File: src/rtl/core/tsm_pkg.sv
`timescale 1ns / 1ps
`default_nettype none

package tsm_pkg;

    // configuration register indexes
    localparam logic [1:0] CFG_REJECT_X = 2'd0;
    localparam logic [1:0] CFG_REJECT_Y = 2'd1;
    localparam logic [1:0] CFG_COUNT    = 2'd2;

    localparam int CFG_IDX_W     = 2;
    localparam int CFG_DATA_W    = 12;
    localparam int CFG_REJECT_W  = 12;
    localparam int CFG_COUNT_W   = 5;

    localparam logic [CFG_REJECT_W-1:0] REJECT_RESET = 12'd16;
    localparam logic [CFG_COUNT_W-1:0]  COUNT_RESET  = 5'd4;

    // above this count the extremes are dropped; the divisor shrinks by TRIM_DROP
    localparam int TRIM_MIN_COUNT = 3;
    localparam int TRIM_DROP      = 2;

    localparam int POS_BITS    = 12;
    localparam int OUT_TDATA_W = 16;
    localparam int TUSER_W     = 2;

    // tuser bit positions
    localparam int TUSER_AXIS    = 0;
    localparam int TUSER_RESTART = 1;
    localparam int TUSER_REJECT  = 1;

    typedef enum logic [1:0] {
        PH_DISCARD,
        PH_CHECK1,
        PH_CHECK2,
        PH_ACCUM
    } t_phase;

    typedef enum logic [1:0] {
        BK_IDLE,
        BK_TRIM,
        BK_DIV,
        BK_DONE
    } t_back_state;

    typedef struct packed {
        logic axis;
        logic rejected;
    } t_job_ctl;

endpackage

`default_nettype wire

File: src/rtl/core/tsm_front.sv
`timescale 1ns / 1ps
`default_nettype none

module tsm_front #(
    parameter int MAX_SAMPLES = 16,
    parameter int SAMPLE_BITS = 12,
    localparam int CW   = ($clog2(MAX_SAMPLES + 1) < 3) ? 3 : $clog2(MAX_SAMPLES + 1),
    localparam int SUMW = SAMPLE_BITS + CW
) (
    input  wire                                i_clk,
    input  wire                                i_rst_n,
    input  wire                                i_valid,
    output logic                               o_ready,
    input  wire  [SAMPLE_BITS-1:0]             i_sample,
    input  wire                                i_axis,
    input  wire                                i_restart,
    input  wire  [tsm_pkg::CFG_REJECT_W-1:0]   i_reject_x,
    input  wire  [tsm_pkg::CFG_REJECT_W-1:0]   i_reject_y,
    input  wire  [tsm_pkg::CFG_COUNT_W-1:0]    i_count,
    input  wire                                i_q_full,
    output logic                               o_push,
    output tsm_pkg::t_job_ctl                  o_job_ctl,
    output logic [SUMW-1:0]                    o_job_sum,
    output logic [SAMPLE_BITS-1:0]             o_job_min,
    output logic [SAMPLE_BITS-1:0]             o_job_max,
    output logic [CW-1:0]                      o_job_cnt
);

    localparam int EW = (CW > tsm_pkg::CFG_COUNT_W) ? CW : tsm_pkg::CFG_COUNT_W;
    localparam int GW = (SAMPLE_BITS > tsm_pkg::CFG_REJECT_W) ? SAMPLE_BITS
                                                               : tsm_pkg::CFG_REJECT_W;

    tsm_pkg::t_phase r_phase, n_phase;
    logic [CW-1:0]          r_taken;
    logic                   r_axis;
    logic [SAMPLE_BITS-1:0] r_check;
    logic [SUMW-1:0]        r_sum;
    logic [SAMPLE_BITS-1:0] r_min;
    logic [SAMPLE_BITS-1:0] r_max;

    logic                   accept;
    logic                   start;
    logic [EW-1:0]          cnt_ext;
    logic [CW-1:0]          eff_cnt;
    logic [CW-1:0]          taken_next;
    logic                   done;
    logic [SUMW-1:0]        sum_next;
    logic [SAMPLE_BITS-1:0] min_next;
    logic [SAMPLE_BITS-1:0] max_next;
    logic [SAMPLE_BITS-1:0] gap;
    logic [CW-1:0]          unused_lim;
    logic [tsm_pkg::CFG_REJECT_W-1:0] lim;
    logic                   too_far;

    assign o_ready = ~i_q_full;
    assign accept  = i_valid & ~i_q_full;
    assign start   = accept & (i_restart | (r_phase == tsm_pkg::PH_DISCARD));

    // zero count means one, oversize count clamps to the parameter
    always_comb begin
        cnt_ext = EW'(i_count);
        if (cnt_ext == '0) begin
            eff_cnt = CW'(1);
        end else if (cnt_ext > EW'(MAX_SAMPLES)) begin
            eff_cnt = CW'(MAX_SAMPLES);
        end else begin
            eff_cnt = cnt_ext[CW-1:0];
        end
    end

    assign unused_lim = '0;
    assign taken_next = r_taken + CW'(1) + unused_lim;
    assign done       = (taken_next >= eff_cnt);
    assign sum_next   = r_sum + SUMW'(i_sample);
    assign min_next   = (i_sample < r_min) ? i_sample : r_min;
    assign max_next   = (i_sample > r_max) ? i_sample : r_max;
    assign gap        = (r_check > i_sample) ? (r_check - i_sample) : (i_sample - r_check);
    assign lim        = r_axis ? i_reject_y : i_reject_x;
    assign too_far    = (GW'(gap) > GW'(lim));

    // next phase
    always_comb begin
        n_phase = r_phase;
        if (accept) begin
            if (i_restart) begin
                n_phase = tsm_pkg::PH_CHECK1;
            end else begin
                case (r_phase)
                    tsm_pkg::PH_DISCARD: n_phase = tsm_pkg::PH_CHECK1;
                    tsm_pkg::PH_CHECK1:  n_phase = tsm_pkg::PH_CHECK2;
                    tsm_pkg::PH_CHECK2: begin
                        n_phase = too_far ? tsm_pkg::PH_DISCARD : tsm_pkg::PH_ACCUM;
                    end
                    tsm_pkg::PH_ACCUM: begin
                        n_phase = done ? tsm_pkg::PH_DISCARD : tsm_pkg::PH_ACCUM;
                    end
                    default: n_phase = tsm_pkg::PH_DISCARD;
                endcase
            end
        end
    end

    // queue push and job contents
    always_comb begin
        o_push             = 1'b0;
        o_job_ctl.axis     = r_axis;
        o_job_ctl.rejected = 1'b0;
        case (r_phase)
            tsm_pkg::PH_CHECK2: begin
                o_push             = accept & ~i_restart & too_far;
                o_job_ctl.rejected = 1'b1;
            end
            tsm_pkg::PH_ACCUM: begin
                o_push = accept & ~i_restart & done;
            end
            default: o_push = 1'b0;
        endcase
    end

    assign o_job_sum = sum_next;
    assign o_job_min = min_next;
    assign o_job_max = max_next;
    assign o_job_cnt = eff_cnt;

    always_ff @(posedge i_clk) begin
        if (!i_rst_n) begin
            r_phase <= tsm_pkg::PH_DISCARD;
            r_taken <= '0;
            r_axis  <= 1'b0;
        end else begin
            r_phase <= n_phase;
            if (start) begin
                r_axis  <= i_axis;
                r_taken <= '0;
            end else if (accept && r_phase == tsm_pkg::PH_ACCUM) begin
                r_taken <= done ? '0 : taken_next;
            end
        end
    end

    // accumulator: cleared at every discarded sample and after each result
    always_ff @(posedge i_clk) begin
        if (start) begin
            r_sum <= '0;
            r_min <= '1;
            r_max <= '0;
        end else if (accept && r_phase == tsm_pkg::PH_CHECK1) begin
            r_check <= i_sample;
        end else if (accept && r_phase == tsm_pkg::PH_ACCUM) begin
            if (done) begin
                r_sum <= '0;
                r_min <= '1;
                r_max <= '0;
            end else begin
                r_sum <= sum_next;
                r_min <= min_next;
                r_max <= max_next;
            end
        end
    end

endmodule

`default_nettype wire

File: src/rtl/core/tsm_queue.sv
`timescale 1ns / 1ps
`default_nettype none

module tsm_queue #(
    parameter int WIDTH = 8,
    parameter int DEPTH = 4,
    localparam int PW = (DEPTH > 1) ? $clog2(DEPTH) : 1,
    localparam int NW = $clog2(DEPTH + 1)
) (
    input  wire              i_clk,
    input  wire              i_rst_n,
    input  wire              i_push,
    input  wire  [WIDTH-1:0] i_data,
    output logic             o_full,
    input  wire              i_pop,
    output logic             o_valid,
    output logic [WIDTH-1:0] o_data
);

    logic [WIDTH-1:0] r_mem [DEPTH];
    logic [PW-1:0]    r_wr_ptr;
    logic [PW-1:0]    r_rd_ptr;
    logic [NW-1:0]    r_fill;
    logic             do_push;
    logic             do_pop;

    assign o_full  = (r_fill == NW'(DEPTH));
    assign o_valid = (r_fill != '0);
    assign o_data  = r_mem[r_rd_ptr];
    assign do_push = i_push & ~o_full;
    assign do_pop  = i_pop & o_valid;

    always_ff @(posedge i_clk) begin
        if (!i_rst_n) begin
            r_wr_ptr <= '0;
            r_rd_ptr <= '0;
            r_fill   <= '0;
        end else begin
            if (do_push) begin
                r_wr_ptr <= (r_wr_ptr == PW'(DEPTH - 1)) ? '0 : r_wr_ptr + PW'(1);
            end
            if (do_pop) begin
                r_rd_ptr <= (r_rd_ptr == PW'(DEPTH - 1)) ? '0 : r_rd_ptr + PW'(1);
            end
            if (do_push && !do_pop) begin
                r_fill <= r_fill + NW'(1);
            end else if (do_pop && !do_push) begin
                r_fill <= r_fill - NW'(1);
            end
        end
    end

    always_ff @(posedge i_clk) begin
        if (do_push) begin
            r_mem[r_wr_ptr] <= i_data;
        end
    end

endmodule

`default_nettype wire

File: src/rtl/core/tsm_back.sv
`timescale 1ns / 1ps
`default_nettype none

module tsm_back #(
    parameter int MAX_SAMPLES = 16,
    parameter int SAMPLE_BITS = 12,
    localparam int CW   = ($clog2(MAX_SAMPLES + 1) < 3) ? 3 : $clog2(MAX_SAMPLES + 1),
    localparam int SUMW = SAMPLE_BITS + CW
) (
    input  wire                              i_clk,
    input  wire                              i_rst_n,
    input  wire                              i_q_valid,
    output logic                             o_q_pop,
    input  tsm_pkg::t_job_ctl                i_job_ctl,
    input  wire  [SUMW-1:0]                  i_job_sum,
    input  wire  [SAMPLE_BITS-1:0]           i_job_min,
    input  wire  [SAMPLE_BITS-1:0]           i_job_max,
    input  wire  [CW-1:0]                    i_job_cnt,
    output logic                             o_valid,
    input  wire                              i_ready,
    output logic                             o_axis,
    output logic                             o_rejected,
    output logic [tsm_pkg::POS_BITS-1:0]     o_position
);

    localparam int IW = $clog2(SUMW);
    localparam int QW = (SUMW > tsm_pkg::POS_BITS) ? SUMW : tsm_pkg::POS_BITS;

    tsm_pkg::t_back_state r_state, n_state;
    tsm_pkg::t_job_ctl      r_ctl;
    logic [SUMW-1:0]        r_sum;
    logic [SAMPLE_BITS-1:0] r_min;
    logic [SAMPLE_BITS-1:0] r_max;
    logic [CW-1:0]          r_cnt;
    logic [CW-1:0]          r_div;
    logic [CW-1:0]          r_rem;
    logic [SUMW-1:0]        r_work;     // dividend, then quotient
    logic [IW-1:0]          r_iter;

    logic [SUMW-1:0]        trimmed;
    logic                   do_trim;
    logic [CW:0]            trial;
    logic [CW:0]            diff;
    logic                   ge;
    logic [QW-1:0]          quot_ext;

    assign trimmed = r_sum - SUMW'(r_min) - SUMW'(r_max);
    assign do_trim = (r_cnt > CW'(tsm_pkg::TRIM_MIN_COUNT));
    assign trial   = {r_rem, r_work[SUMW-1]};
    assign diff    = trial - {1'b0, r_div};
    assign ge      = (trial >= {1'b0, r_div});

    // next state
    always_comb begin
        n_state = r_state;
        case (r_state)
            tsm_pkg::BK_IDLE: if (i_q_valid) n_state = tsm_pkg::BK_TRIM;
            tsm_pkg::BK_TRIM: n_state = r_ctl.rejected ? tsm_pkg::BK_DONE : tsm_pkg::BK_DIV;
            tsm_pkg::BK_DIV:  if (r_iter == '0) n_state = tsm_pkg::BK_DONE;
            tsm_pkg::BK_DONE: if (i_ready) n_state = tsm_pkg::BK_IDLE;
            default:          n_state = tsm_pkg::BK_IDLE;
        endcase
    end

    // outputs
    always_comb begin
        o_q_pop = 1'b0;
        o_valid = 1'b0;
        case (r_state)
            tsm_pkg::BK_IDLE: o_q_pop = i_q_valid;
            tsm_pkg::BK_DONE: o_valid = 1'b1;
            default: begin
                o_q_pop = 1'b0;
                o_valid = 1'b0;
            end
        endcase
    end

    assign quot_ext   = QW'(r_work);
    assign o_position = quot_ext[tsm_pkg::POS_BITS-1:0];
    assign o_axis     = r_ctl.axis;
    assign o_rejected = r_ctl.rejected;

    always_ff @(posedge i_clk) begin
        if (!i_rst_n) begin
            r_state <= tsm_pkg::BK_IDLE;
        end else begin
            r_state <= n_state;
        end
    end

    // datapath; restoring division over the whole dividend, one quotient bit
    // per cycle. A count lowered mid-run can leave a quotient wider than the
    // position, so all SUMW steps run and only the low bits go out.
    always_ff @(posedge i_clk) begin
        case (r_state)
            tsm_pkg::BK_IDLE: begin
                if (i_q_valid) begin
                    r_ctl <= i_job_ctl;
                    r_sum <= i_job_sum;
                    r_min <= i_job_min;
                    r_max <= i_job_max;
                    r_cnt <= i_job_cnt;
                end
            end
            tsm_pkg::BK_TRIM: begin
                r_iter <= IW'(SUMW - 1);
                r_rem  <= '0;
                if (r_ctl.rejected) begin
                    r_work <= '0;
                end else if (do_trim) begin
                    r_work <= trimmed;
                    r_div  <= r_cnt - CW'(tsm_pkg::TRIM_DROP);
                end else begin
                    r_work <= r_sum;
                    r_div  <= r_cnt;
                end
            end
            tsm_pkg::BK_DIV: begin
                r_rem  <= ge ? diff[CW-1:0] : trial[CW-1:0];
                r_work <= {r_work[SUMW-2:0], ge};
                r_iter <= r_iter - IW'(1);
            end
            default: begin
                r_iter <= r_iter;
            end
        endcase
    end

endmodule

`default_nettype wire

File: src/rtl/core/touch_sample_trimmed_mean_unit.sv
// Flow: the sample that ends a measurement pushes a job into the queue; the back end pops
//   it in IDLE, steps through TRIM and DIV (DIV skipped for a rejection) and shows it in DONE.
// Throughput: one sample per cycle while the job queue has room; the back end takes one job
//   at a time in its bit-serial divider and pops the next only after the current result is taken.
// Reset: synchronous active-low; configuration returns to its defaults, the
//   queue empties and the next sample starts a measurement as the discarded one.
`timescale 1ns / 1ps
`default_nettype none

module touch_sample_trimmed_mean_unit #(
    parameter int MAX_SAMPLES = 16,
    parameter int SAMPLE_BITS = 12,
    parameter int QUEUE_DEPTH = 4,
    localparam int IN_TDATA_W = ((SAMPLE_BITS + 7) / 8) * 8
) (
    input  wire                               i_clk,
    input  wire                               i_rst_n,

    // sample stream in
    input  wire                               i_s_axis_tvalid,
    output logic                              o_s_axis_tready,
    input  wire  [IN_TDATA_W-1:0]             i_s_axis_tdata,  // [SAMPLE_BITS-1:0] sample
    input  wire  [tsm_pkg::TUSER_W-1:0]       i_s_axis_tuser,  // [0] axis, [1] restart

    // result stream out
    output logic                              o_m_axis_tvalid,
    input  wire                               i_m_axis_tready,
    output logic [tsm_pkg::OUT_TDATA_W-1:0]   o_m_axis_tdata,  // [11:0] position
    output logic [tsm_pkg::TUSER_W-1:0]       o_m_axis_tuser,  // [0] axis_out, [1] rejected

    // configuration writes
    input  wire                               i_cfg_we,
    input  wire  [tsm_pkg::CFG_IDX_W-1:0]     i_cfg_idx,
    input  wire  [tsm_pkg::CFG_DATA_W-1:0]    i_cfg_wdata
);

    localparam int CW    = ($clog2(MAX_SAMPLES + 1) < 3) ? 3 : $clog2(MAX_SAMPLES + 1);
    localparam int SUMW  = SAMPLE_BITS + CW;
    localparam int JOB_W = $bits(tsm_pkg::t_job_ctl) + SUMW + 2 * SAMPLE_BITS + CW;

    // configuration registers
    logic [tsm_pkg::CFG_REJECT_W-1:0] r_reject_x;
    logic [tsm_pkg::CFG_REJECT_W-1:0] r_reject_y;
    logic [tsm_pkg::CFG_COUNT_W-1:0]  r_count;

    always_ff @(posedge i_clk) begin
        if (!i_rst_n) begin
            r_reject_x <= tsm_pkg::REJECT_RESET;
            r_reject_y <= tsm_pkg::REJECT_RESET;
            r_count    <= tsm_pkg::COUNT_RESET;
        end else if (i_cfg_we) begin
            case (i_cfg_idx)
                tsm_pkg::CFG_REJECT_X: r_reject_x <= i_cfg_wdata[tsm_pkg::CFG_REJECT_W-1:0];
                tsm_pkg::CFG_REJECT_Y: r_reject_y <= i_cfg_wdata[tsm_pkg::CFG_REJECT_W-1:0];
                tsm_pkg::CFG_COUNT:    r_count    <= i_cfg_wdata[tsm_pkg::CFG_COUNT_W-1:0];
                default:               r_count    <= r_count;   // unmapped index, dropped
            endcase
        end
    end

    // front end: tracks the measurement phase, accumulates sum/min/max and
    // pushes one job per finished or rejected measurement
    logic                    push;
    logic                    q_full;
    tsm_pkg::t_job_ctl       f_ctl;
    logic [SUMW-1:0]         f_sum;
    logic [SAMPLE_BITS-1:0]  f_min;
    logic [SAMPLE_BITS-1:0]  f_max;
    logic [CW-1:0]           f_cnt;

    tsm_front #(
        .MAX_SAMPLES (MAX_SAMPLES),
        .SAMPLE_BITS (SAMPLE_BITS)
    ) u_front (
        .i_clk      (i_clk),
        .i_rst_n    (i_rst_n),
        .i_valid    (i_s_axis_tvalid),
        .o_ready    (o_s_axis_tready),
        .i_sample   (i_s_axis_tdata[SAMPLE_BITS-1:0]),
        .i_axis     (i_s_axis_tuser[tsm_pkg::TUSER_AXIS]),
        .i_restart  (i_s_axis_tuser[tsm_pkg::TUSER_RESTART]),
        .i_reject_x (r_reject_x),
        .i_reject_y (r_reject_y),
        .i_count    (r_count),
        .i_q_full   (q_full),
        .o_push     (push),
        .o_job_ctl  (f_ctl),
        .o_job_sum  (f_sum),
        .o_job_min  (f_min),
        .o_job_max  (f_max),
        .o_job_cnt  (f_cnt)
    );

    // job queue decouples sample intake from the divider
    logic                    q_valid;
    logic                    q_pop;
    logic [JOB_W-1:0]        q_data;
    tsm_pkg::t_job_ctl       b_ctl;
    logic [SUMW-1:0]         b_sum;
    logic [SAMPLE_BITS-1:0]  b_min;
    logic [SAMPLE_BITS-1:0]  b_max;
    logic [CW-1:0]           b_cnt;

    tsm_queue #(
        .WIDTH (JOB_W),
        .DEPTH (QUEUE_DEPTH)
    ) u_queue (
        .i_clk   (i_clk),
        .i_rst_n (i_rst_n),
        .i_push  (push),
        .i_data  ({f_ctl, f_sum, f_min, f_max, f_cnt}),
        .o_full  (q_full),
        .i_pop   (q_pop),
        .o_valid (q_valid),
        .o_data  (q_data)
    );

    assign {b_ctl, b_sum, b_min, b_max, b_cnt} = q_data;

    // back end: trims extremes above the trim count, divides unless rejected, holds the result until taken
    logic                          r_unused;
    logic                          res_axis;
    logic                          res_rej;
    logic [tsm_pkg::POS_BITS-1:0]  res_pos;

    tsm_back #(
        .MAX_SAMPLES (MAX_SAMPLES),
        .SAMPLE_BITS (SAMPLE_BITS)
    ) u_back (
        .i_clk      (i_clk),
        .i_rst_n    (i_rst_n),
        .i_q_valid  (q_valid),
        .o_q_pop    (q_pop),
        .i_job_ctl  (b_ctl),
        .i_job_sum  (b_sum),
        .i_job_min  (b_min),
        .i_job_max  (b_max),
        .i_job_cnt  (b_cnt),
        .o_valid    (o_m_axis_tvalid),
        .i_ready    (i_m_axis_tready),
        .o_axis     (res_axis),
        .o_rejected (res_rej),
        .o_position (res_pos)
    );

    assign r_unused       = 1'b0;
    assign o_m_axis_tdata = {{(tsm_pkg::OUT_TDATA_W - tsm_pkg::POS_BITS){r_unused}}, res_pos};
    assign o_m_axis_tuser = {res_rej, res_axis};

endmodule

`default_nettype wire

File: config.mk
export PLATFORM = sky130hd
export DESIGN_NAME = touch_sample_trimmed_mean_unit
export DESIGN_NICKNAME = d
export VERILOG_FILES = /design/src/rtl/core/tsm_pkg.sv /design/src/rtl/core/tsm_front.sv /design/src/rtl/core/tsm_queue.sv /design/src/rtl/core/tsm_back.sv /design/src/rtl/core/touch_sample_trimmed_mean_unit.sv
export SDC_FILE = /design/constraint.sdc
export NUM_CORES = 1
export LEC_CHECK = 0
export BUFFER_PORTS_ARGS = -buffer_cell sky130_fd_sc_hd__buf_4
export CORE_ASPECT_RATIO = 1.1
export CORE_MARGIN = 5
export CORE_UTILIZATION = 60
export CTS_CLUSTER_SIZE = 14
export DETAILED_ROUTE_END_ITERATION = 7
export PLACE_DENSITY = 0.81
export SLEW_MARGIN = 20
export SYNTH_ARGS = -nofsm -noshare
export SYNTH_HDL_FRONTEND = slang
export SYNTH_SLANG_ARGS = --single-unit
File: constraint.sdc
create_clock -name i_clk -period 7.63 [get_ports i_clk]
set_input_delay 0.763 -clock i_clk [delete_from_list [all_inputs] [get_ports i_clk]]
set_output_delay 0.763 -clock i_clk [all_outputs]
set_load 0.05 [all_outputs]
# Word level (Yosys, flattened, before mapping)
# Memory sizes are Yosys's and may differ from the RTL's. A register that Yosys moved wholly into a read port is not among the register bits.
# Index checks and enable logic that the tools add are counted.
dict set report totals {
  register_bits 131
  ram_bits 192
  input_bits 37
  out_inout_bits 20
  wordCells 127
  memories 1
}
# name depth word_bits rd rd_clocked_by_memory_dff write_ports line_no
set mem_list {}
lappend mem_list {u_queue.r_mem 4 48 1 1 1 tsm_queue.sv:20} ;# logic [WIDTH-1:0] r_mem [DEPTH];
dict set report classes {
  n_addsub 13
  order_cmp 8
  eq_ne 14
  mux 36
  n_bitwise 14
  reduce_logical 23
}
# cell n
set op_table {}
lappend op_table {{2-to-1 mux 12 bit} 6}
lappend op_table {{2-to-1 mux 17 bit} 3}
lappend op_table {{> comparator 12 bit} 3}
lappend op_table {{one-hot mux 17 bit (2 select lines)} 1}
lappend op_table {{subtractor 17 x 12 -> 17 bit} 2}
lappend op_table {{2-to-1 mux 5 bit} 5}
lappend op_table {{subtractor 12 bit} 2}
lappend op_table {{one-hot mux 5 bit (2 select lines)} 2}
lappend op_table {{adder 17 x 12 -> 17 bit} 1}
lappend op_table {{2-to-1 mux 2 bit} 8}
lappend op_table {{one-hot mux 2 bit (4 select lines)} 2}
lappend op_table {{== test 2 bit, second input constant} 7}
lappend op_table {{AND reduction 2 bit} 7}
lappend op_table {{less-than comparator 12 bit} 1}
lappend op_table {{zero test 5 bit} 2}
lappend op_table {{AND 1 bit} 7}
lappend op_table {{== test 2 x 1 -> 1 bit, second input constant} 3}
lappend op_table {{greater-or-equal comparator 6 x 5 -> 1 bit} 1}
lappend op_table {{zero test 2 bit} 3}
lappend op_table {{2-to-1 mux 1 bit} 6}
lappend op_table {{2-to-1 mux 3 bit} 2}
lappend op_table {{NOT 1 bit} 6}
lappend op_table {{adder 5 x 1 -> 5 bit, second input constant} 1}
lappend op_table {{greater-or-equal comparator 5 bit} 1}
lappend op_table {{19 further kinds} 26}

# Logic depth before layout (Yosys ltp)
dict set report depth {
  word_depth 11
  ltp_mapped 26
  ltp_nobuf 24
}

# Modules after synthesis
# From an unflattened synthesis, not the netlist that was laid out.
dict set report unflattened {
  cells_unflattened 1437
  area_unflattened_um2 18371.4
}
# mod instances cells_per_inst area_per_inst_um2 seq_area_each_um2
set by_module_without_submodules {}
lappend by_module_without_submodules {tsm_queue 1 301 7394.6 5945.7}
lappend by_module_without_submodules {tsm_front 1 639 5293.8 1341.3}
lappend by_module_without_submodules {tsm_back 1 378 4504.3 2442.3}
lappend by_module_without_submodules {touch_sample_trimmed_mean_unit 1 119 1178.6 580.6}

# Least setup slack after synthesis
# OpenSTA, ideal clock, no wires.
dict set report synth_timing {
  path_kind {input-to-reg}
  from {input port i_s_axis_tdata[0]}
  to {memory u_queue.r_mem[0][0] in the netlist's numbering (enable)}
  setup_time_ps 410
  arrival_ps 4922
  required_time_ps 7220
  slack_ps 2297
  path_stages 19
  path_buffers 1
  cell_sequence {ha_1 -> inv_1 -> fa_1 -> nand3_1 -> a21oi_1 -> o31ai_2 -> and2_1 -> buf_6 -> o21ai_1 -> o221a_2 -> xnor2_1 -> ha_1 -> a21o_1 -> a21o_1 -> a21oi_1 -> o21ai_0 -> o211ai_1 -> a21boi_1 -> and2_1}
}
dict set report synth_via {
  elab_chain_len 8
  elab_cells_between_ends 10
  cone_classes {add/sub: 2; order compare: 2; mux: 4; bitwise: 2}
}
# item line_no
set synth_lines {}
lappend synth_lines {{from (decl)} touch_sample_trimmed_mean_unit.sv:22} ;# input wire [IN_TDATA_W-1:0] i_s_axis_tdata,
lappend synth_lines {{subtractor 12 bit / > comparator 12 bit (equally long branches)} tsm_front.sv:77} ;# assign gap = (r_check > i_sample) ? (r_check - i_sample) : (i_sample - r_check);
lappend synth_lines {{2-to-1 mux 12 bit (*)} tsm_front.sv:77}
lappend synth_lines {{> comparator 12 bit (*)} tsm_front.sv:79} ;# assign too_far = (GW'(gap) > GW'(lim));
lappend synth_lines {{AND 1 bit (*)} tsm_front.sv:110} ;# o_push = accept & ~i_restart & too_far;
lappend synth_lines {{one-hot mux 1 bit (2 select lines) (*)} tsm_front.sv:108} ;# case (r_phase)
lappend synth_lines {{AND 1 bit (*)} tsm_queue.sv:30} ;# assign do_push = i_push & ~o_full;
lappend synth_lines {{via u_queue.do_push} tsm_queue.sv:24} ;# logic do_push;
lappend synth_lines {{2-to-1 mux 1 bit (*)} tsm_queue.sv:54} ;# if (do_push) begin
lappend synth_lines {{2-to-1 mux 1 bit (not written as such) (*)} tsm_queue.sv:55} ;# r_mem[r_wr_ptr] <= i_data;
lappend synth_lines {{to (decl)} tsm_queue.sv:20}
# The timed path passes the listed nets; every way through them passes the cells marked *.

# Worst setup path in the final report
dict set report layout_timing {
  from {register u_front.r_check[0]}
  to {register u_queue.r_fill[2]}
}
dict set report layout_via {
  elab_chain_len 9
  elab_cells_between_ends 13
  cone_classes {add/sub: 2; order compare: 2; mux: 3; bitwise: 2; reduce/logical: 4}
}
# item line_no
set layout_lines {}
lappend layout_lines {{from (decl)} tsm_front.sv:36} ;# logic [SAMPLE_BITS-1:0] r_check;
lappend layout_lines {{from (signal assigned)} tsm_front.sv:148} ;# r_check <= i_sample;
lappend layout_lines {{subtractor 12 bit / > comparator 12 bit (equally long branches)} tsm_front.sv:77}
lappend layout_lines {{2-to-1 mux 12 bit (*)} tsm_front.sv:77}
lappend layout_lines {{> comparator 12 bit (*)} tsm_front.sv:79}
lappend layout_lines {{AND 1 bit (*)} tsm_front.sv:110}
lappend layout_lines {{one-hot mux 1 bit (2 select lines) (*)} tsm_front.sv:108}
lappend layout_lines {{AND 1 bit (*)} tsm_queue.sv:30}
lappend layout_lines {{via u_queue.do_push} tsm_queue.sv:24}
lappend layout_lines {{zero test 1 bit} tsm_queue.sv:47} ;# end else if (do_pop && !do_push) begin
lappend layout_lines {{logical AND 1 bit} tsm_queue.sv:47}
lappend layout_lines {{nonzero test 2 bit (no line)} -}
lappend layout_lines {{to (signal assigned)} tsm_queue.sv:46} ;# r_fill <= r_fill + NW'(1);
lappend layout_lines {{to (signal assigned)} tsm_queue.sv:48} ;# r_fill <= r_fill - NW'(1);
lappend layout_lines {{to (decl)} tsm_queue.sv:23} ;# logic [NW-1:0] r_fill;
# Marked as above.
# A chain may end at the register's enable or synchronous reset.

==> results.txt <==
The number of cells on the worst hold path is 2. For this run, the register share of the synthesized area comes to 55.6%. The unique cell type count in the Yosys netlist is 80. The leakage power is approximately 7.7 nW. The minimum period implied by the final worst setup slack is 5.92 ns. The maximum clock frequency is between 150 and 200 MHz. Summing all flip-flop and latch instances after layout gives between 0.01 and 0.015 mm^2. After detailed placement, the design holds a cell count of approximately 1,900. The completed layout was analyzed and its total power is 7.13 mW.

The critical path data required time is roughly 8.1 ns. The path with the worst hold slack has its endpoint at r_reject_x[8]. The total die area is 0.0344 mm^2. For this run, the leading register cell type out of synthesis is edfxtp_1. Of all nets on the critical path, the largest fanout is 16. Clock tree synthesis found a total of 371 sinks.

The total of buffers placed on input and output ports came out at between 40 and 50. The largest net degree at the start of global routing came out at between 50 and 60. STA classifies the critical path startpoint as a register. The launch point of the worst hold path is r_reject_x[8].

Summed over all nets, the half-perimeter wirelength after detailed placement is 25.9 mm. The synthesized cell area is ~0.018 mm^2. The H-tree was split into 2 levels. The max capacitance violation total came out at 0. The share of total power dissipated in the clock network is between 20% and 30%. The number of vias in the routed layout is around 12,000. Once layout is done, the placed cells without fillers occupy around 0.02 mm^2. The top cell type's share of synthesized area is about 46%.

The global-route usage over all layers is between 20% and 30%. TritonCTS built the clock tree. The ratio of cells with drive above 1 in the final layout came out at between 10% and 20%. The final cell count without fillers came out at about 2,000.

Summing the areas of all xor and xnor instances in the mapped netlist gives roughly 2.0% of the synthesized area. The setup slack of the most critical reg-to-reg path is ~1.7 ns. The share of the core filled with cells in the final layout came out at 66.9%.

The first-iteration detailed-routing DRC count came out at about 890. Yosys attributes the largest share of cell area to edfxtp_1, dfxtp_1, ha_1. The commonest cells after synthesis are edfxtp_1, nand2_1, inv_1.

The aggregate global routing overflow is 0. The number of nets in the finished design is between 1,500 and 2,000. On the final layout, the worst hold slack is between 0.4 and 0.5 ns.

The overall die width came out at about 180 um. The switching power is about 2.4 mW. The share of flip-flops with an asynchronous set or reset after synthesis came out at 0%.

The area growth from synthesis to layout is 10.2%. The average wire per cell in the routed design is 19.6 um. The most frequent cell after synthesis is edfxtp_1. In this run switching power makes up between 30% and 40% of total power.

IR analysis of the VDD net gives a maximum drop of ~0.23 mV. The average instance area after synthesis is ~12 um^2. The final-report max-slew violation count came to 0.

The clock-pin slew reported for the worst setup and hold paths after clock tree synthesis came out at around 0.060 ns. The initial core utilization came out at approximately three fifths. The maximum root-to-sink buffer count is 3.

The share of synthesized cell area in and, or, nand and nor gates is about 9.1%. The height of the chip came out at around 190 um. The via count of the first global-routing pass was 11,700. The number of gates given a new drive strength after cts is 0. The fraction of the mapped netlist area in compound gates is a little under an eighth.

The flow ran to the end, and the final reports show no timing, DRC or antenna violations. The power density over cell area came out at approximately 350 mW/mm^2. The final setup slack of the worst path came out at around 1.7 ns. 0 antenna diodes ended up in the layout. The class of the most critical hold timing path is register to register. The cell internal power dissipation is around 4.7 mW.

The weighted congestion reported at the end of routability-driven placement came out at about 0.85. Sequential cells burn a little under two fifths of the power. The layout filler cell count is ~2,100. In the final layout, the multi-input gates occupy 0.00735 mm^2. The placeable core area came out at between 0.03 and 0.04 mm^2. In this run, CTS created clock tree buffers numbering 38. The number of top-level design ports came out at 57. The number of antenna violations at the first check in global routing came out at 0. For this run, design rule violations remaining after detail routing come to 0. In this run, the combinational gates consume between 30% and 40% of the power. In this run the post-CTS setup repair buffer count came out at 0.

The total setup violations reported at the end of the flow is 0. The count of flip-flops with a built-in enable after synthesis is 284. The worst setup slack after placement is between 1 and 1.5 ns. The arrival time of the worst setup path came out at 6.37 ns.

The first global-routing pass estimated 61.2 mm of wire. The clock skew came out at between 0.015 and 0.02 ns. Setup repair after global routing left no endpoint under its margin. The later pin in the worst-skew pair is clocked with a latency of ~0.53 ns.

The remaining number of nets flagged by the antenna check after routing is 0. The setup path with the least slack is of type register to register. The remaining max-slew budget at the tightest pin came out at 30.3%. The placed cell area is ~0.019 mm^2. Using the TritonRoute via totals, the vias-per-cell ratio works out to between 6 and 7. The hold-fix buffer count after cts is 0. The cell taking the most area after synthesis is edfxtp_1.

The fraction of the mapped netlist area in adder cells is under 10%. The dominant combinational cell family by area after synthesis is compound AO/OA/AOI/OAI gates. Counting cells, the worst reg-to-reg path comes to 24. For this run, the detailed router's first-pass iteration total came to 5. The tree is rooted in a clkbuf_16.

The startpoint identified for the worst register-to-register timing path is u_front.r_check[0]. The total count of hold-check failures in the final report is 0. STA classifies the critical path endpoint as a register. The multiplexer fraction of the synthesized cell area came out at 7.81%.

The ratio of final minimum period to clock period came out at around 78%. The worst register-to-register path ends at u_queue.r_fill[2]. The aggregate routed wire length came out at 38.2 mm. The slew of the pin with the lowest slew margin came out at ~1.0 ns.

The floorplan has between 60 and 70 rows. The setup TNS came out at 0 ns. Synthesis produced ~1,500 cells. The number of warnings issued by yosys is 0. The register bit count reported by yosys came out at between 300 and 400.
[routing by layer]
metal | GRT usage, % | routed length [um] | part of all wire (%) | vias to the layer above
met5 | 0 | 0 | 0 | -
met2 | 38.6 | 19500 | 51 | 374
li1 | - | - | - | 5499
met4 | 6.56 | 1180 | 3.1 | 0
met3 | 3.10 | 1900 | 5.0 | 95
met1 | 29.2 | 15600 | 41 | 5771
[critical path, cell delays in order (launching register included)]
cell and delay [ns]:
edfxtp_1 0.40, inv_1 0.08, ha_1 0.15, inv_1 0.05, fa_1 0.38, nand3_1 0.10
a21oi_1 0.10, o31ai_2 0.31, and2_1 0.62, o21ai_1 0.25, o221a_2 0.30, xnor2_1 0.17
ha_1 0.33, a21o_1 0.11, a21o_1 0.10, a21oi_1 0.05, o21ai_0 0.24, o211ai_1 0.15
a21boi_1 0.56, ha_1 0.30, inv_1 0.06, fa_1 0.38, xor2_1 0.18, or3_1 0.31
a21boi_0 0.16
[power by group through the flow]
stage	combinational [mW]	clock [mW]	sequential (mW)
floorplan	2.00	0	2.70
global placement	2.33	0	2.80
detailed placement	2.41	0	2.82
CTS	2.43	1.92	2.78
global route	2.78	2.02	2.77
finish	2.50	1.89	2.74
[cell type report]
class / instances / share of cell area (%)
Tap cell: 414 / 2.55
Clock inverter: 17 / 1.15
Sequential cell: 371 / 50.5
Multi-Input combinational cell: 924 / 36.1
Inverter: 114 / 2.10
Clock buffer: 49 / 5.08
Timing Repair Buffer: 65 / 2.53
[state kept, by name (all words and copies together), names as in the netlist, 2 cells and up]
| name | cells |
|---|---|
| u_back.r_state | 2 |
| u_back.r_rem | 5 |
| u_back.r_sum | 17 |
| u_back.r_max | 12 |
| u_queue.r_fill | 3 |
| u_front.r_check | 12 |
| u_front.r_phase | 2 |
| u_front.r_sum | 17 |
| u_back.r_div | 5 |
| u_back.r_min | 12 |
| u_queue.r_rd_ptr | 2 |
| r_reject_y | 12 |
| u_back.r_cnt | 5 |
| u_front.r_taken | 5 |
| u_queue.r_mem | 192 |
| u_back.quot_ext | 17 |
| r_count | 5 |
| u_queue.r_wr_ptr | 2 |
| u_front.r_max | 12 |
| r_reject_x | 12 |
| u_front.r_min | 12 |
| u_back.r_iter | 5 |
[worst max-delay path by stage]
stage	start	to	slack (ns)
after global routing	u_front.r_check[0]	u_queue.r_fill[2]	1.32
after detailed placement	i_s_axis_tdata[5]	u_queue.r_mem[1][34]	1.21
final	u_front.r_check[0]	u_queue.r_fill[2]	1.71
after global placement	i_s_axis_tdata[5]	u_queue.r_mem[1][31]	1.30
after floorplan	i_s_axis_tdata[0]	u_queue.r_mem[0][0]	2.30
after CTS	u_front.r_check[0]	u_queue.r_mem[1][34]	1.70
[placed cells by master (no fill, tap or decap), drive strengths merged, types with 22 or more instances in the layout]
master and instances:
edfxtp 284, o211ai 22, buf 65, clkbuf 49, nand3 39, inv 117, dfxtp 87, a21o 31
nor2 73, xnor2 33, mux4 48, ha 110, o21ai 73, mux2i 29, a21boi 27, a21oi 77
nand2 135
[cells by family after synthesis]
logic type | count (synthesis)
DFF | 371
buffers and inverters | 199
AOI/OAI and AO/OA | 314
other | 1
adders and majority gates | 127
and+or+nand+nor | 353
muxes | 83
xor gates and xnor gates | 43
No activity file was read; power rests on OpenSTA's default activity.
